<file path="src/design/rob_pkg.sv">
// Shared types, constants and helper functions for the block reorder buffer.
// No dependencies; every design file refers to this package by scoped names.
package rob_pkg;

  localparam int WINDOW        = 16;
  localparam int PAYLOAD_BYTES = 8;
  localparam int MAX_OUT       = 16;
  localparam int Q_DEPTH       = 2;

  localparam int ID_W   = 16;
  localparam int PAY_W  = 64;
  localparam int LEN_W  = 4;
  localparam int HELD_W = 5;
  localparam int STAT_W = 2;
  localparam int SLOT_W = $clog2(WINDOW);
  localparam int HOLD_W = $clog2(WINDOW + 1);
  localparam int CNT_W  = $clog2(MAX_OUT + 1);
  localparam int Q_AW   = $clog2(Q_DEPTH);
  localparam int Q_CW   = $clog2(Q_DEPTH + 1);
  localparam int HELD_MAX = (1 << HELD_W) - 1;

  typedef enum logic [STAT_W-1:0] {
    STAT_OK     = 2'd0,
    STAT_WINDOW = 2'd1,
    STAT_DUP    = 2'd2
  } status_t;

  typedef struct packed {
    logic              store;
    logic [SLOT_W-1:0] slot;
    logic [PAY_W-1:0]  payload;
    logic [LEN_W-1:0]  length;
    status_t           status;
  } job_t;

  typedef struct packed {
    logic              idle;
    logic [ID_W-1:0]   expected_id;
    logic [SLOT_W-1:0] head;
    logic [WINDOW-1:0] valid;
  } view_t;

  function automatic logic [LEN_W-1:0] sat_len(input logic [LEN_W-1:0] len);
    if (int'(len) > PAYLOAD_BYTES) begin
      return LEN_W'(PAYLOAD_BYTES);
    end
    return len;
  endfunction

  function automatic logic [PAY_W-1:0] mask_payload(input logic [PAY_W-1:0] pay,
                                                    input logic [LEN_W-1:0] len);
    logic [PAY_W-1:0] res;
    res = '0;
    for (int i = 0; i < PAYLOAD_BYTES; i++) begin
      if (i < int'(len)) begin
        res[i*8 +: 8] = pay[i*8 +: 8];
      end
    end
    return res;
  endfunction

  function automatic logic [SLOT_W-1:0] slot_add(input logic [SLOT_W-1:0] head,
                                                 input logic [SLOT_W-1:0] gap);
    logic [SLOT_W:0] sum;
    sum = {1'b0, head} + {1'b0, gap};
    if (int'(sum) >= WINDOW) begin
      sum = sum - (SLOT_W+1)'(WINDOW);
    end
    return sum[SLOT_W-1:0];
  endfunction

  function automatic logic [SLOT_W-1:0] slot_inc(input logic [SLOT_W-1:0] s);
    if (int'(s) == WINDOW - 1) begin
      return '0;
    end
    return s + SLOT_W'(1);
  endfunction

  function automatic logic [HELD_W-1:0] held_sat(input logic [HOLD_W-1:0] h);
    if (int'(h) > HELD_MAX) begin
      return '1;
    end
    return HELD_W'(h);
  endfunction

endpackage

</file>
<file path="src/design/rob_front.sv">
// Front end of the reorder buffer: accepts a block, checks its number against
// the window and the slot marks, and pushes a classified job. Uses rob_pkg.
module rob_front (
  input  logic                        in_valid,
  output logic                        in_stall,
  input  logic [rob_pkg::ID_W-1:0]    in_block_id,
  input  logic [rob_pkg::PAY_W-1:0]   in_payload,
  input  logic [rob_pkg::LEN_W-1:0]   in_length,
  input  rob_pkg::view_t              view,
  input  logic                        q_empty,
  output logic                        push,
  output rob_pkg::job_t               push_job
);

  logic [rob_pkg::ID_W-1:0]   gap;
  logic                       in_window;
  logic [rob_pkg::SLOT_W-1:0] slot;
  logic [rob_pkg::LEN_W-1:0]  len_sat;

  assign in_stall = !(view.idle && q_empty);
  assign push     = in_valid && !in_stall;

  assign gap       = in_block_id - view.expected_id;
  assign in_window = gap < rob_pkg::ID_W'(rob_pkg::WINDOW);
  assign slot      = rob_pkg::slot_add(view.head, gap[rob_pkg::SLOT_W-1:0]);
  assign len_sat   = rob_pkg::sat_len(in_length);

  always_comb begin
    push_job.slot    = slot;
    push_job.payload = rob_pkg::mask_payload(in_payload, len_sat);
    push_job.length  = len_sat;
    push_job.store   = 1'b0;
    if (!in_window) begin
      push_job.status = rob_pkg::STAT_WINDOW;
    end else if (view.valid[slot]) begin
      push_job.status = rob_pkg::STAT_DUP;
    end else begin
      push_job.status = rob_pkg::STAT_OK;
      push_job.store  = 1'b1;
    end
  end

endmodule

</file>
<file path="src/design/rob_queue.sv">
// Short job queue between the front end and the back end.
// Carries rob_pkg::job_t entries; depth set by rob_pkg::Q_DEPTH.
module rob_queue (
  input  logic          clk,
  input  logic          rst_n,
  input  logic          push,
  input  rob_pkg::job_t push_job,
  input  logic          pop,
  output rob_pkg::job_t pop_job,
  output logic          empty
);

  rob_pkg::job_t              entry_r [rob_pkg::Q_DEPTH];
  logic [rob_pkg::Q_AW-1:0]   wr_ptr_r;
  logic [rob_pkg::Q_AW-1:0]   rd_ptr_r;
  logic [rob_pkg::Q_CW-1:0]   count_r;
  logic                       do_push;
  logic                       do_pop;

  function automatic logic [rob_pkg::Q_AW-1:0] ptr_inc(input logic [rob_pkg::Q_AW-1:0] p);
    if (int'(p) == rob_pkg::Q_DEPTH - 1) begin
      return '0;
    end
    return p + rob_pkg::Q_AW'(1);
  endfunction

  assign empty   = (count_r == '0);
  assign do_push = push && (int'(count_r) < rob_pkg::Q_DEPTH);
  assign do_pop  = pop && !empty;
  assign pop_job = entry_r[rd_ptr_r];

  always_ff @(posedge clk) begin
    if (do_push) begin
      entry_r[wr_ptr_r] <= push_job;
    end
  end

  always_ff @(posedge clk) begin
    if (!rst_n) begin
      wr_ptr_r <= '0;
      rd_ptr_r <= '0;
      count_r  <= '0;
    end else begin
      if (do_push) begin
        wr_ptr_r <= ptr_inc(wr_ptr_r);
      end
      if (do_pop) begin
        rd_ptr_r <= ptr_inc(rd_ptr_r);
      end
      if (do_push && !do_pop) begin
        count_r <= count_r + rob_pkg::Q_CW'(1);
      end else if (do_pop && !do_push) begin
        count_r <= count_r - rob_pkg::Q_CW'(1);
      end
    end
  end

endmodule

</file>
<file path="src/design/rob_back.sv">
// Back end of the reorder buffer: slot store, window state and in-order release.
// Pops jobs from rob_queue, drives the result register. Uses rob_pkg.
module rob_back (
  input  logic                         clk,
  input  logic                         rst_n,
  input  logic                         cfg_we,
  input  logic [rob_pkg::ID_W-1:0]     cfg_start_id,
  input  logic                         q_empty,
  input  rob_pkg::job_t                q_job,
  output logic                         pop,
  output rob_pkg::view_t               view,
  output logic                         out_valid,
  input  logic                         out_stall,
  output logic                         out_out_valid,
  output logic [rob_pkg::ID_W-1:0]     out_id,
  output logic [rob_pkg::PAY_W-1:0]    out_payload,
  output logic [rob_pkg::LEN_W-1:0]    out_length,
  output logic                         out_last,
  output logic [rob_pkg::HELD_W-1:0]   out_held_count,
  output logic [rob_pkg::STAT_W-1:0]   out_status
);

  typedef enum logic [1:0] {
    ST_IDLE,
    ST_STORE,
    ST_LOOK,
    ST_EMIT
  } state_t;

  state_t                          state_r;
  rob_pkg::job_t                   job_r;
  logic [rob_pkg::WINDOW-1:0]      valid_r;
  logic [rob_pkg::ID_W-1:0]        expected_r;
  logic [rob_pkg::SLOT_W-1:0]      head_r;
  logic [rob_pkg::HOLD_W-1:0]      held_r;
  logic [rob_pkg::CNT_W-1:0]       cnt_r;
  logic [rob_pkg::ID_W-1:0]        id_r;

  logic [rob_pkg::PAY_W-1:0]       mem_pay [rob_pkg::WINDOW];
  logic [rob_pkg::LEN_W-1:0]       mem_len [rob_pkg::WINDOW];
  logic [rob_pkg::PAY_W-1:0]       rd_pay_r;
  logic [rob_pkg::LEN_W-1:0]       rd_len_r;

  logic                            out_valid_r;
  logic                            out_rel_r;
  logic [rob_pkg::ID_W-1:0]        out_id_r;
  logic [rob_pkg::PAY_W-1:0]       out_pay_r;
  logic [rob_pkg::LEN_W-1:0]       out_len_r;
  logic                            out_last_r;
  logic [rob_pkg::HELD_W-1:0]      out_held_r;
  rob_pkg::status_t                out_status_r;

  logic                            out_free;
  logic                            head_ready;
  logic                            last_c;
  logic                            advance;
  logic                            do_store;
  logic                            emit;

  assign out_free   = !out_valid_r || !out_stall;
  assign head_ready = valid_r[head_r];
  assign last_c     = !head_ready || (cnt_r == rob_pkg::CNT_W'(rob_pkg::MAX_OUT));
  assign pop        = (state_r == ST_IDLE) && !q_empty;
  assign do_store   = (state_r == ST_STORE) && job_r.store;
  assign emit       = out_free && (((state_r == ST_LOOK) && !head_ready) ||
                                   (state_r == ST_EMIT));

  always_comb begin
    unique case (state_r)
      ST_LOOK: advance = head_ready;
      ST_EMIT: advance = out_free && !last_c;
      default: advance = 1'b0;
    endcase
  end

  assign view.idle        = (state_r == ST_IDLE);
  assign view.expected_id = expected_r;
  assign view.head        = head_r;
  assign view.valid       = valid_r;

  always_ff @(posedge clk) begin
    if (do_store) begin
      mem_pay[job_r.slot] <= job_r.payload;
      mem_len[job_r.slot] <= job_r.length;
    end
    if (advance) begin
      rd_pay_r <= mem_pay[head_r];
      rd_len_r <= mem_len[head_r];
    end
  end

  always_ff @(posedge clk) begin
    if (!rst_n) begin
      state_r     <= ST_IDLE;
      valid_r     <= '0;
      expected_r  <= '0;
      head_r      <= '0;
      held_r      <= '0;
      cnt_r       <= '0;
      out_valid_r <= 1'b0;
    end else begin
      if (emit) begin
        out_valid_r <= 1'b1;
      end else if (!out_stall) begin
        out_valid_r <= 1'b0;
      end
      unique case (state_r)
        ST_IDLE: begin
          if (!q_empty) begin
            job_r   <= q_job;
            state_r <= ST_STORE;
          end
        end
        ST_STORE: begin
          if (job_r.store) begin
            valid_r[job_r.slot] <= 1'b1;
            held_r              <= held_r + rob_pkg::HOLD_W'(1);
          end
          cnt_r   <= '0;
          state_r <= ST_LOOK;
        end
        ST_LOOK: begin
          if (head_ready) begin
            state_r <= ST_EMIT;
          end else if (out_free) begin
            out_rel_r    <= 1'b0;
            out_id_r     <= '0;
            out_pay_r    <= '0;
            out_len_r    <= '0;
            out_last_r   <= 1'b1;
            out_held_r   <= rob_pkg::held_sat(held_r);
            out_status_r <= job_r.status;
            state_r      <= ST_IDLE;
          end
        end
        ST_EMIT: begin
          if (out_free) begin
            out_rel_r    <= 1'b1;
            out_id_r     <= id_r;
            out_pay_r    <= rd_pay_r;
            out_len_r    <= rd_len_r;
            out_last_r   <= last_c;
            out_held_r   <= rob_pkg::held_sat(held_r);
            out_status_r <= job_r.status;
            if (last_c) begin
              state_r <= ST_IDLE;
            end
          end
        end
        default: state_r <= ST_IDLE;
      endcase
      if (cfg_we) begin
        valid_r    <= '0;
        held_r     <= '0;
        head_r     <= '0;
        expected_r <= cfg_start_id;
      end else if (advance) begin
        valid_r[head_r] <= 1'b0;
        held_r          <= held_r - rob_pkg::HOLD_W'(1);
        id_r            <= expected_r;
        expected_r      <= expected_r + rob_pkg::ID_W'(1);
        head_r          <= rob_pkg::slot_inc(head_r);
        cnt_r           <= cnt_r + rob_pkg::CNT_W'(1);
      end
    end
  end

  assign out_valid      = out_valid_r;
  assign out_out_valid  = out_rel_r;
  assign out_id         = out_id_r;
  assign out_payload    = out_pay_r;
  assign out_length     = out_len_r;
  assign out_last       = out_last_r;
  assign out_held_count = out_held_r;
  assign out_status     = out_status_r;

endmodule

</file>
<file path="src/design/block_reorder_buffer.sv">
// Top level of the block reorder buffer: front end, job queue and back end.
// Depends on rob_pkg, rob_front, rob_queue and rob_back.
//
// Input channel (in_valid / in_stall): one beat carries a block number, up to
// eight payload bytes and a byte length. Result channel (out_valid /
// out_stall): one beat per block released in order, or one empty beat when
// nothing is released; out_last marks the final beat caused by an input.
// Every beat reports the held block count and the drop status of its input.
// cfg_we loads cfg_start_id as the expected number and empties the window.
//
// An input beat is taken only when the back end and the queue are empty, so
// items are handled one at a time. An input passes through the job queue and
// the back end states ST_STORE and ST_LOOK; an empty result is registered from
// ST_LOOK, released blocks from ST_EMIT. While the result channel is not
// stalled, further releases follow one per cycle, as the release loop of the
// back end reads one slot per cycle.
// Reset clears all slot marks, the held count and the expected number (zero).
// A stalled result beat holds, and the item waits for it.
module block_reorder_buffer (
  input  logic                         clk,
  input  logic                         rst_n,
  input  logic                         cfg_we,
  input  logic [rob_pkg::ID_W-1:0]     cfg_start_id,
  input  logic                         in_valid,
  output logic                         in_stall,
  input  logic [rob_pkg::ID_W-1:0]     in_block_id,
  input  logic [rob_pkg::PAY_W-1:0]    in_payload,
  input  logic [rob_pkg::LEN_W-1:0]    in_length,
  output logic                         out_valid,
  input  logic                         out_stall,
  output logic                         out_out_valid,
  output logic [rob_pkg::ID_W-1:0]     out_id,
  output logic [rob_pkg::PAY_W-1:0]    out_payload,
  output logic [rob_pkg::LEN_W-1:0]    out_length,
  output logic                         out_last,
  output logic [rob_pkg::HELD_W-1:0]   out_held_count,
  output logic [rob_pkg::STAT_W-1:0]   out_status
);

  rob_pkg::view_t view;
  rob_pkg::job_t  push_job;
  rob_pkg::job_t  pop_job;
  logic           push;
  logic           pop;
  logic           q_empty;

  rob_front u_front (
    .in_valid    (in_valid),
    .in_stall    (in_stall),
    .in_block_id (in_block_id),
    .in_payload  (in_payload),
    .in_length   (in_length),
    .view        (view),
    .q_empty     (q_empty),
    .push        (push),
    .push_job    (push_job)
  );

  rob_queue u_queue (
    .clk      (clk),
    .rst_n    (rst_n),
    .push     (push),
    .push_job (push_job),
    .pop      (pop),
    .pop_job  (pop_job),
    .empty    (q_empty)
  );

  rob_back u_back (
    .clk            (clk),
    .rst_n          (rst_n),
    .cfg_we         (cfg_we),
    .cfg_start_id   (cfg_start_id),
    .q_empty        (q_empty),
    .q_job          (pop_job),
    .pop            (pop),
    .view           (view),
    .out_valid      (out_valid),
    .out_stall      (out_stall),
    .out_out_valid  (out_out_valid),
    .out_id         (out_id),
    .out_payload    (out_payload),
    .out_length     (out_length),
    .out_last       (out_last),
    .out_held_count (out_held_count),
    .out_status     (out_status)
  );

endmodule

</file>
<file path="config.mk">
export PLATFORM = sky130hd
export DESIGN_NAME = block_reorder_buffer
export DESIGN_NICKNAME = d
export VERILOG_FILES = /design/src/design/rob_pkg.sv /design/src/design/rob_front.sv /design/src/design/rob_queue.sv /design/src/design/rob_back.sv /design/src/design/block_reorder_buffer.sv
export SDC_FILE = /design/constraint.sdc
export NUM_CORES = 2
export LEC_CHECK = 0
export ABC_CLOCK_PERIOD_IN_PS = 6300
export BUFFER_PORTS_ARGS = -buffer_cell sky130_fd_sc_hd__buf_2
export CORE_ASPECT_RATIO = 0.6
export CORE_MARGIN = 4
export CORE_UTILIZATION = 46
export CTS_CLUSTER_DIAMETER = 200
export DETAILED_ROUTE_END_ITERATION = 16
export MAX_ROUTING_LAYER = met4
export PLACE_DENSITY = 0.75
export SYNTH_ARGS = -nofsm -noshare
export SYNTH_HDL_FRONTEND = slang
export SYNTH_SLANG_ARGS = --single-unit
</file>
<file path="constraint.sdc">
create_clock -name clk -period 6.3 [get_ports clk]
set_input_delay 0.63 -clock clk [delete_from_list [all_inputs] [get_ports clk]]
set_output_delay 0.63 -clock clk [all_outputs]
set_load 0.01 [all_outputs]
</file>
## After elaboration in Yosys (flattened, before gate mapping)

Memories as Yosys holds them, arrays and structs flattened. A register that Yosys moved wholly into a read port is not among the register bits.
Cells that the tools add are included.

- Register bits after elaboration: 162
- Bits in writable memories: 1238
- Logic and storage cells: 198
- Memories kept: 3

- $add $sub $neg: 12
- $lt $le $gt $ge: 17
- Equality and inequality tests: 12
- Mux-type cells: 92
- Bitwise gates (word level): 6
- Reductions and logical operators: 38

Memories:

| name | depth | bits a word | read ports | clocked after Yosys merged registers in | write ports | RTL line | RTL |
|---|---|---|---|---|---|---|---|
| u_back.mem_pay | 16 | 64 | 1 | 1 | 1 | rob_back.sv:39 | `logic [rob_pkg::PAY_W-1:0] mem_pay [rob_pkg::WINDOW];` |
| u_queue.entry_r | 2 | 75 | 1 | 1 | 1 | rob_queue.sv:13 | `rob_pkg::job_t entry_r [rob_pkg::Q_DEPTH];` |
| u_back.mem_len | 16 | 4 | 1 | 1 | 1 | rob_back.sv:40 | `logic [rob_pkg::LEN_W-1:0] mem_len [rob_pkg::WINDOW];` |

Operator list:

| operator | number |
|---|---|
| 64-bit two-way mux | 3 |
| 16-bit two-way mux | 9 |
| 64-bit case mux with 2 select lines | 1 |
| 8-bit two-way mux | 8 |
| 5-bit two-way mux | 8 |
| 1-bit two-way mux | 32 |
| 4-bit two-way mux | 8 |
| 16-bit case mux with 2 select lines | 1 |
| 2-bit two-way mux | 11 |
| 16-bit by 1-bit adder with 16-bit output, second input constant | 1 |
| 16-bit AND | 1 |
| 16-bit by 5-bit < comparator with 1-bit output, second input constant | 1 |
| 3-bit by 4-bit < comparator with 1-bit output, first input constant | 4 |
| 16-bit NOT | 1 |
| 16-bit bitwise OR | 1 |
| 16-bit subtractor | 1 |
| 4-bit by 5-bit < comparator with 1-bit output, second input constant | 3 |
| 1-bit logical AND | 13 |
| 5-bit by 1-bit adder with 5-bit output, second input constant | 2 |
| 5-bit case mux with 2 select lines | 1 |
| 2-bit nonzero test | 5 |
| 3-bit AND reduction | 3 |
| 1-bit binary-select mux with 4-bit select | 2 |
| 1-bit demux with 4-bit select | 2 |
| 32 further kinds | 55 |

## Logic depth before layout (Yosys ltp)

- Depth in word-level cells: 11
- Gate-level depth with buffers: 15
- Gate-level depth less buffers: 13

## Hierarchy

Synthesis repeated with hierarchy kept, for this count alone.

- Cell total of the unflattened synthesis: 2680
- Area total of the unflattened synthesis: 58910.2 um^2

Modules (own cells, without submodules):

| module | instances | cells each | area an instance (um^2) | seq. area each (um^2) |
|---|---|---|---|---|
| rob_back | 1 | 2168 | 51479.4 | 41219.5 |
| rob_queue | 1 | 255 | 5641.7 | 4604.4 |
| rob_front | 1 | 257 | 1789.2 | 0.0 |

## Worst setup path before layout

No wires, ideal clock.

- Path kind: register to register
- Start: register u_back.state_r[0]
- End: register u_back.valid_r[0] (netlist name)
- Library setup time: 0.093 ns
- Arrival time: 6.564 ns
- Data required time: 6.207 ns
- Setup slack: -0.357 ns
- Cell stages (with the launch flop): 8
- Buffers on the path: 1
- Clock period less this slack: 6.657 ns
- Cell sequence: dfxtp_1 -> clkbuf_1 -> nand2b_1 -> or2_2 -> or3_1 -> nor3_1 -> o21ai_0 -> a31oi_1

- Word-level cells in the longest chain between the ends: 5

Ends and longest elaborated chain:

| what | RTL line | RTL |
|---|---|---|
| start, declared | rob_back.sv:30 | `state_t state_r;` |
| start signal, assigned | rob_back.sv:94 | `state_r <= ST_IDLE;` |
| start signal, assigned | rob_back.sv:111 | `state_r <= ST_STORE;` |
| start signal, assigned | rob_back.sv:120 | `state_r <= ST_LOOK;` |
| 2-bit by 1-bit equality test with 1-bit output | rob_back.sv:107 | `unique case (state_r)` |
| 16-bit two-way mux | rob_back.sv:107 |  |
| 16-bit two-way mux | rob_back.sv:93 | `if (!rst_n) begin` |
| 16-bit AND (no source line) | - |  |
| 16-bit two-way mux * | rob_back.sv:157 | `end else if (advance) begin` |
| end signal, assigned | rob_back.sv:95 | `valid_r <= '0;` |
| end signal, assigned by index | rob_back.sv:116 | `valid_r[job_r.slot] <= 1'b1;` |
| end signal, assigned by index | rob_back.sv:158 | `valid_r[head_r] <= 1'b0;` |
| end, declared | rob_back.sv:32 | `logic [rob_pkg::WINDOW-1:0] valid_r;` |

Every way passes the cells marked *; elsewhere a longest branch is shown, timed or not. The select of a mux whose other input is x is not followed.
A chain may end at the register's enable or synchronous reset.

## Worst setup path after layout

- Start: register u_back.head_r[0] (netlist name)
- End: register u_back.held_r[4] (netlist name)

- Word-level cells in the longest chain between the ends: 9

Ends and longest elaborated chain:

| what | RTL line | RTL |
|---|---|---|
| start, declared | rob_back.sv:34 | `logic [rob_pkg::SLOT_W-1:0] head_r;` |
| start signal, assigned | rob_back.sv:162 | `head_r <= rob_pkg::slot_inc(head_r);` |
| 1-bit binary-select mux with 4-bit select * | rob_back.sv:61 | `assign head_ready = valid_r[head_r];` |
| 1-bit two-way mux (implied by the code) * | rob_back.sv:61 |  |
| 1-bit logical NOT | rob_back.sv:62 | `assign last_c = !head_ready \|\| (cnt_r == rob_pkg::CNT_W'(rob_pkg::MAX_OUT));` |
| 1-bit logical OR | rob_back.sv:62 |  |
| 1-bit logical NOT | rob_back.sv:71 | `ST_EMIT: advance = out_free && !last_c;` |
| 1-bit logical AND | rob_back.sv:71 |  |
| 1-bit case mux with 2 select lines * | rob_back.sv:69 | `unique case (state_r)` |
| 2-bit nonzero test (no source line) | - |  |
| 2-bit AND reduction (no source line) | - |  |
| end signal, assigned | rob_back.sv:117 | `held_r <= held_r + rob_pkg::HOLD_W'(1);` |
| end signal, assigned | rob_back.sv:159 | `held_r <= held_r - rob_pkg::HOLD_W'(1);` |
| end, declared | rob_back.sv:35 | `logic [rob_pkg::HOLD_W-1:0] held_r;` |

Marks and branches as above.

==> qor.log <==
INFO  sta            tns=0ns
INFO  global_route   first_pass_grt_wire_length=193.1mm
INFO  sta            timing.final.crit_period=4.182ns
INFO  finish         highest_count_cells_in_the_layout_ignoring_fill_and_taps=edfxtp_1, mux4_2, buf_2, clkbuf_16, and3_1
INFO  clock_tree     cts.clk_slew.worst_paths=0.06ns
INFO  synth          post_synth_inst_count=2668
INFO  clock_tree     cts_hold_buf=0
INFO  power          power-per-cell-area=338.4mW/mm2
INFO  finish         area_growth_syn_to_layout=12.83%
INFO  synth          synth_enable_flop_cells=1490
INFO  clock_tree     clkSinkCount=1543
INFO  critical_path  critical_path_data_required_time=6.91ns
INFO  global_route   groute.usage.overall=0.2035
INFO  power          totalPowerFinal=22.37mW
INFO  finish         final-seq-area=0.04583mm2
INFO  global_route   global_route.overflow_total=0
INFO  critical_path  worst-setup-path-type=register to register
INFO  job            max-cap-violations=0
INFO  clock_tree     tritoncts=done
INFO  floorplan      die_y=284.4um
INFO  sta            fin_skew=0.02883ns
INFO  critical_path  largest_driver_fanout_on_the_critical_path=54
INFO  critical_path  crit_path_start_kind=register
INFO  global_route   first_global_vias=28310
INFO  power          p_switching=5.250mW
INFO  synth          synth_nets=2805
INFO  clock_tree     cts.root.buffer_cell=clkbuf_16
INFO  route          detail_route.wl_per_cell=27.59um
INFO  floorplan      die_area=0.1333mm2
INFO  critical_path  number_of_cells_on_the_critical_path=11
INFO  sta            finalHoldViolations=0
INFO  floorplan      core_region_area=0.1265mm2
INFO  synth          sequential_area_share_after_synthesis=0.7819
INFO  finish         layout_commonest_cell=edfxtp_1
INFO  power          peakVddDrop=0.0003119V
INFO  finish         finish.utilization=0.5225
INFO  floorplan      num_io_pins=200
INFO  critical_path  critical-path-slowest-cell=dfxtp_4
INFO  finish         final_nets=3064
INFO  critical_path  reg2reg_slack=2.12ns
INFO  synth          synth.avg_cell_area=21.96um2
INFO  critical_path  r2r_cells=11
INFO  critical_path  critical_path.top_delay_family=multiplexers
INFO  clock_tree     clk_latency=0.75ns
INFO  critical_path  cp-startpoint=u_back.head_r[0]
INFO  route          routed_vias=27763
INFO  synth          fraction_of_synthesis_flops_using_an_asynchronous_set_or_reset_pin=0
INFO  synth          netlist_area=0.05858mm2
INFO  finish         drive_above_1_share=0.2956
INFO  critical_path  crit_path_end=u_back.held_r[4]
INFO  critical_path  cp.buffers_inverters=1
INFO  route          drt_iter0_drc=3710
INFO  critical_path  crit_path_cell_trace=mux4_2 > mux4_2 > nand3_2 > inv_4 > fa_1 > a21o_1 > a21oi_1 > nor2_1 > a21oi_1 > xor2_1 > nor2_1
INFO  power          clockPowerShare=0.354
INFO  clock_tree     cts-resized-gates=0
INFO  sta            relSlewSlack=0.09224
INFO  critical_path  critical_path.reg2reg.endpoint=u_back.held_r[4]
INFO  floorplan      floorplan.initialDensity=0.4631
INFO  sta            timing.fmax=0.2391GHz
INFO  power          power_leakage=20.78nW
INFO  critical_path  worst_r2r_startpoint=u_back.head_r[0]
INFO  global_route   antenna_found_initial=4
INFO  outcome        status=complete, no violations
INFO  power          netSwitchingFraction=0.2347
INFO  floorplan      placementRows=101
INFO  route          totalWireLength=130.6mm
INFO  finish         multi_input_comb_area=0.01231mm2
INFO  power          p_int=17.12mW
INFO  synth          synth_cell_types=61
INFO  power          power.combinational.fraction=0.064
INFO  clock_tree     bufs_on_longest_clock_path=3
INFO  sta            final-max-slew-violation-count=0
INFO  synth          ys_dominant_reg_cell=edfxtp_1
INFO  route          drt_pre_antenna_iters=5
INFO  hold_path      hold_start=cfg_start_id[13]
INFO  sta            rsz0062_at_grt=false
INFO  clock_tree     cts_buffers=135
INFO  critical_path  crit_path_max_incr_delay=0.93ns
INFO  placement      place_hpwl=70.73mm
INFO  sta            setup_viol=0
INFO  hold_path      hp-class=input port to register
INFO  route          route.antenna.remaining_nets=0
INFO  route          vias_per_cell=5.865
INFO  floorplan      die_width=468.7um
INFO  clock_tree     cts_max_level=4
INFO  sta            post-route-period-util=0.6638
INFO  sta            worst-slew-pin-transition=1.358ns
INFO  placement      portBuffers=199
INFO  finish         fillCellCount=9530
INFO  power          share_seq_of_total_power=0.582
INFO  critical_path  worstPathArrival=4.79ns
INFO  critical_path  worst_setup_path_end_kind=register
INFO  global_route   pin_count_of_the_biggest_net_entering_global_routing=137
INFO  placement      place_congestion=0.8543
INFO  synth          synth_warnings=0
INFO  clock_tree     postCtsSetupBuffers=0
INFO  route          drc=0
INFO  synth          ys_seq_elements=1543
[how the worst min path moves through the flow]
| stage | end | slack, ns | cells after the start |
|---|---|---|---|
| 2_1_floorplan | u_back.out_status[0] | 0.40 | 0 |
| 3_3_place_gp | u_back.out_status[0] | 0.41 | 0 |
| 3_5_place_dp | u_back.out_status[0] | 0.41 | 0 |
| 4_1_cts | u_back.expected_r[0] | 0.11 | 3 |
| 5_1_grt | u_back.expected_r[0] | 0.14 | 3 |
| 6_report | u_back.expected_r[13] | 0.17 | 3 |
[logic make-up (layout without fill, tap and decap cells)]
| group | count (synthesis) | in the layout | share of synthesized area |
|---|---|---|---|
| xor+xnor | 34 | 34 | 0.005083 |
| flops | 1543 | 1543 | 0.7819 |
| simple gates | 313 | 313 | 0.02984 |
| buf+inv | 165 | 528 | 0.01100 |
| fa+ha+maj | 32 | 32 | 0.007219 |
| compound gates | 154 | 154 | 0.01587 |
| other cells | 0 | 4 | 0 |
| mux | 427 | 427 | 0.1491 |
[flip-flops by register name (all words and copies together) (netlist names), 5 cells and up]
register               count
u_back.job_r              75
u_back.out_held_count      5
u_back.out_id             16
u_back.valid_r            16
u_queue.entry_r          150
u_back.rd_pay_r           64
u_back.mem_len            64
u_back.mem_pay          1024
u_back.expected_r         16
u_back.out_payload        64
u_back.cnt_r               5
u_back.held_r              5
u_back.id_r               16
[Yosys cell counts (all sizes together) (7+ instances only)]
cell	count	share of area
and3	95	0.010
nor4	7	0.00075
buf	38	0.0029
clkbuf	90	0.0058
xor2	12	0.0018
inv	36	0.0023
nor3	11	0.00094
o21ai	51	0.0044
a21oi	40	0.0035
mux4	349	0.13
nor2	48	0.0032
a21o	9	0.0012
xnor2	22	0.0033
a31oi	23	0.0025
nand4	7	0.00075
and2	11	0.0012
mux2	76	0.015
nand3	15	0.0014
nand2	34	0.0022
nor2b	65	0.0069
ha	29	0.0062
edfxtp	1490	0.76
dfxtp	53	0.018
[power by group through the flow]
stage,clock network (mW),logic (mW),registers (mW)
final,7.91,1.44,13.0
after global routing,8.53,1.55,13.1
after CTS,8.06,1.47,13.0
after detailed placement,0,1.46,13.2
after global placement,0,1.43,13.2
after floorplan,0,0.868,12.9
[area by class of cell]
type	instances	share of cell area
Sequential cell	1543	0.6934
Timing Repair Buffer	250	0.02332
Clock inverter	64	0.007061
Inverter	37	0.002139
Clock buffer	177	0.05562
Multi-Input combinational cell	960	0.1862
Antenna cell	4	0.0001514
Tap cell	1699	0.03216
[worst min-delay path, delay by kind of cell]
family	cells	cell delay (ns)
AOI/OAI and AO/OA	2	0.16
buffers and inverters	1	0.07
[layer usage]
metal	wire [um]	vias to the layer above	GRT usage
met4	3496	0	0.06124
met1	55050	14594	0.2962
met5	0	-	-
met2	60720	1381	0.2942
li1	-	11598	-
met3	11370	190	0.03995
[per-stage QoR]
stage	cells	worst slack, ns	hold WS, ns	cell area, um2
2_1_floorplan	2668	1.534	0.4003	58600
3_3_place_gp	4489	2.034	0.4127	61940
3_5_place_dp	4489	2.051	0.4054	61940
4_1_cts	4730	2.038	0.1075	66090
5_1_grt	4732	1.816	0.1447	66090
6_report	4734	2.118	0.1672	66100
Power figures use the tool's default switching activity.
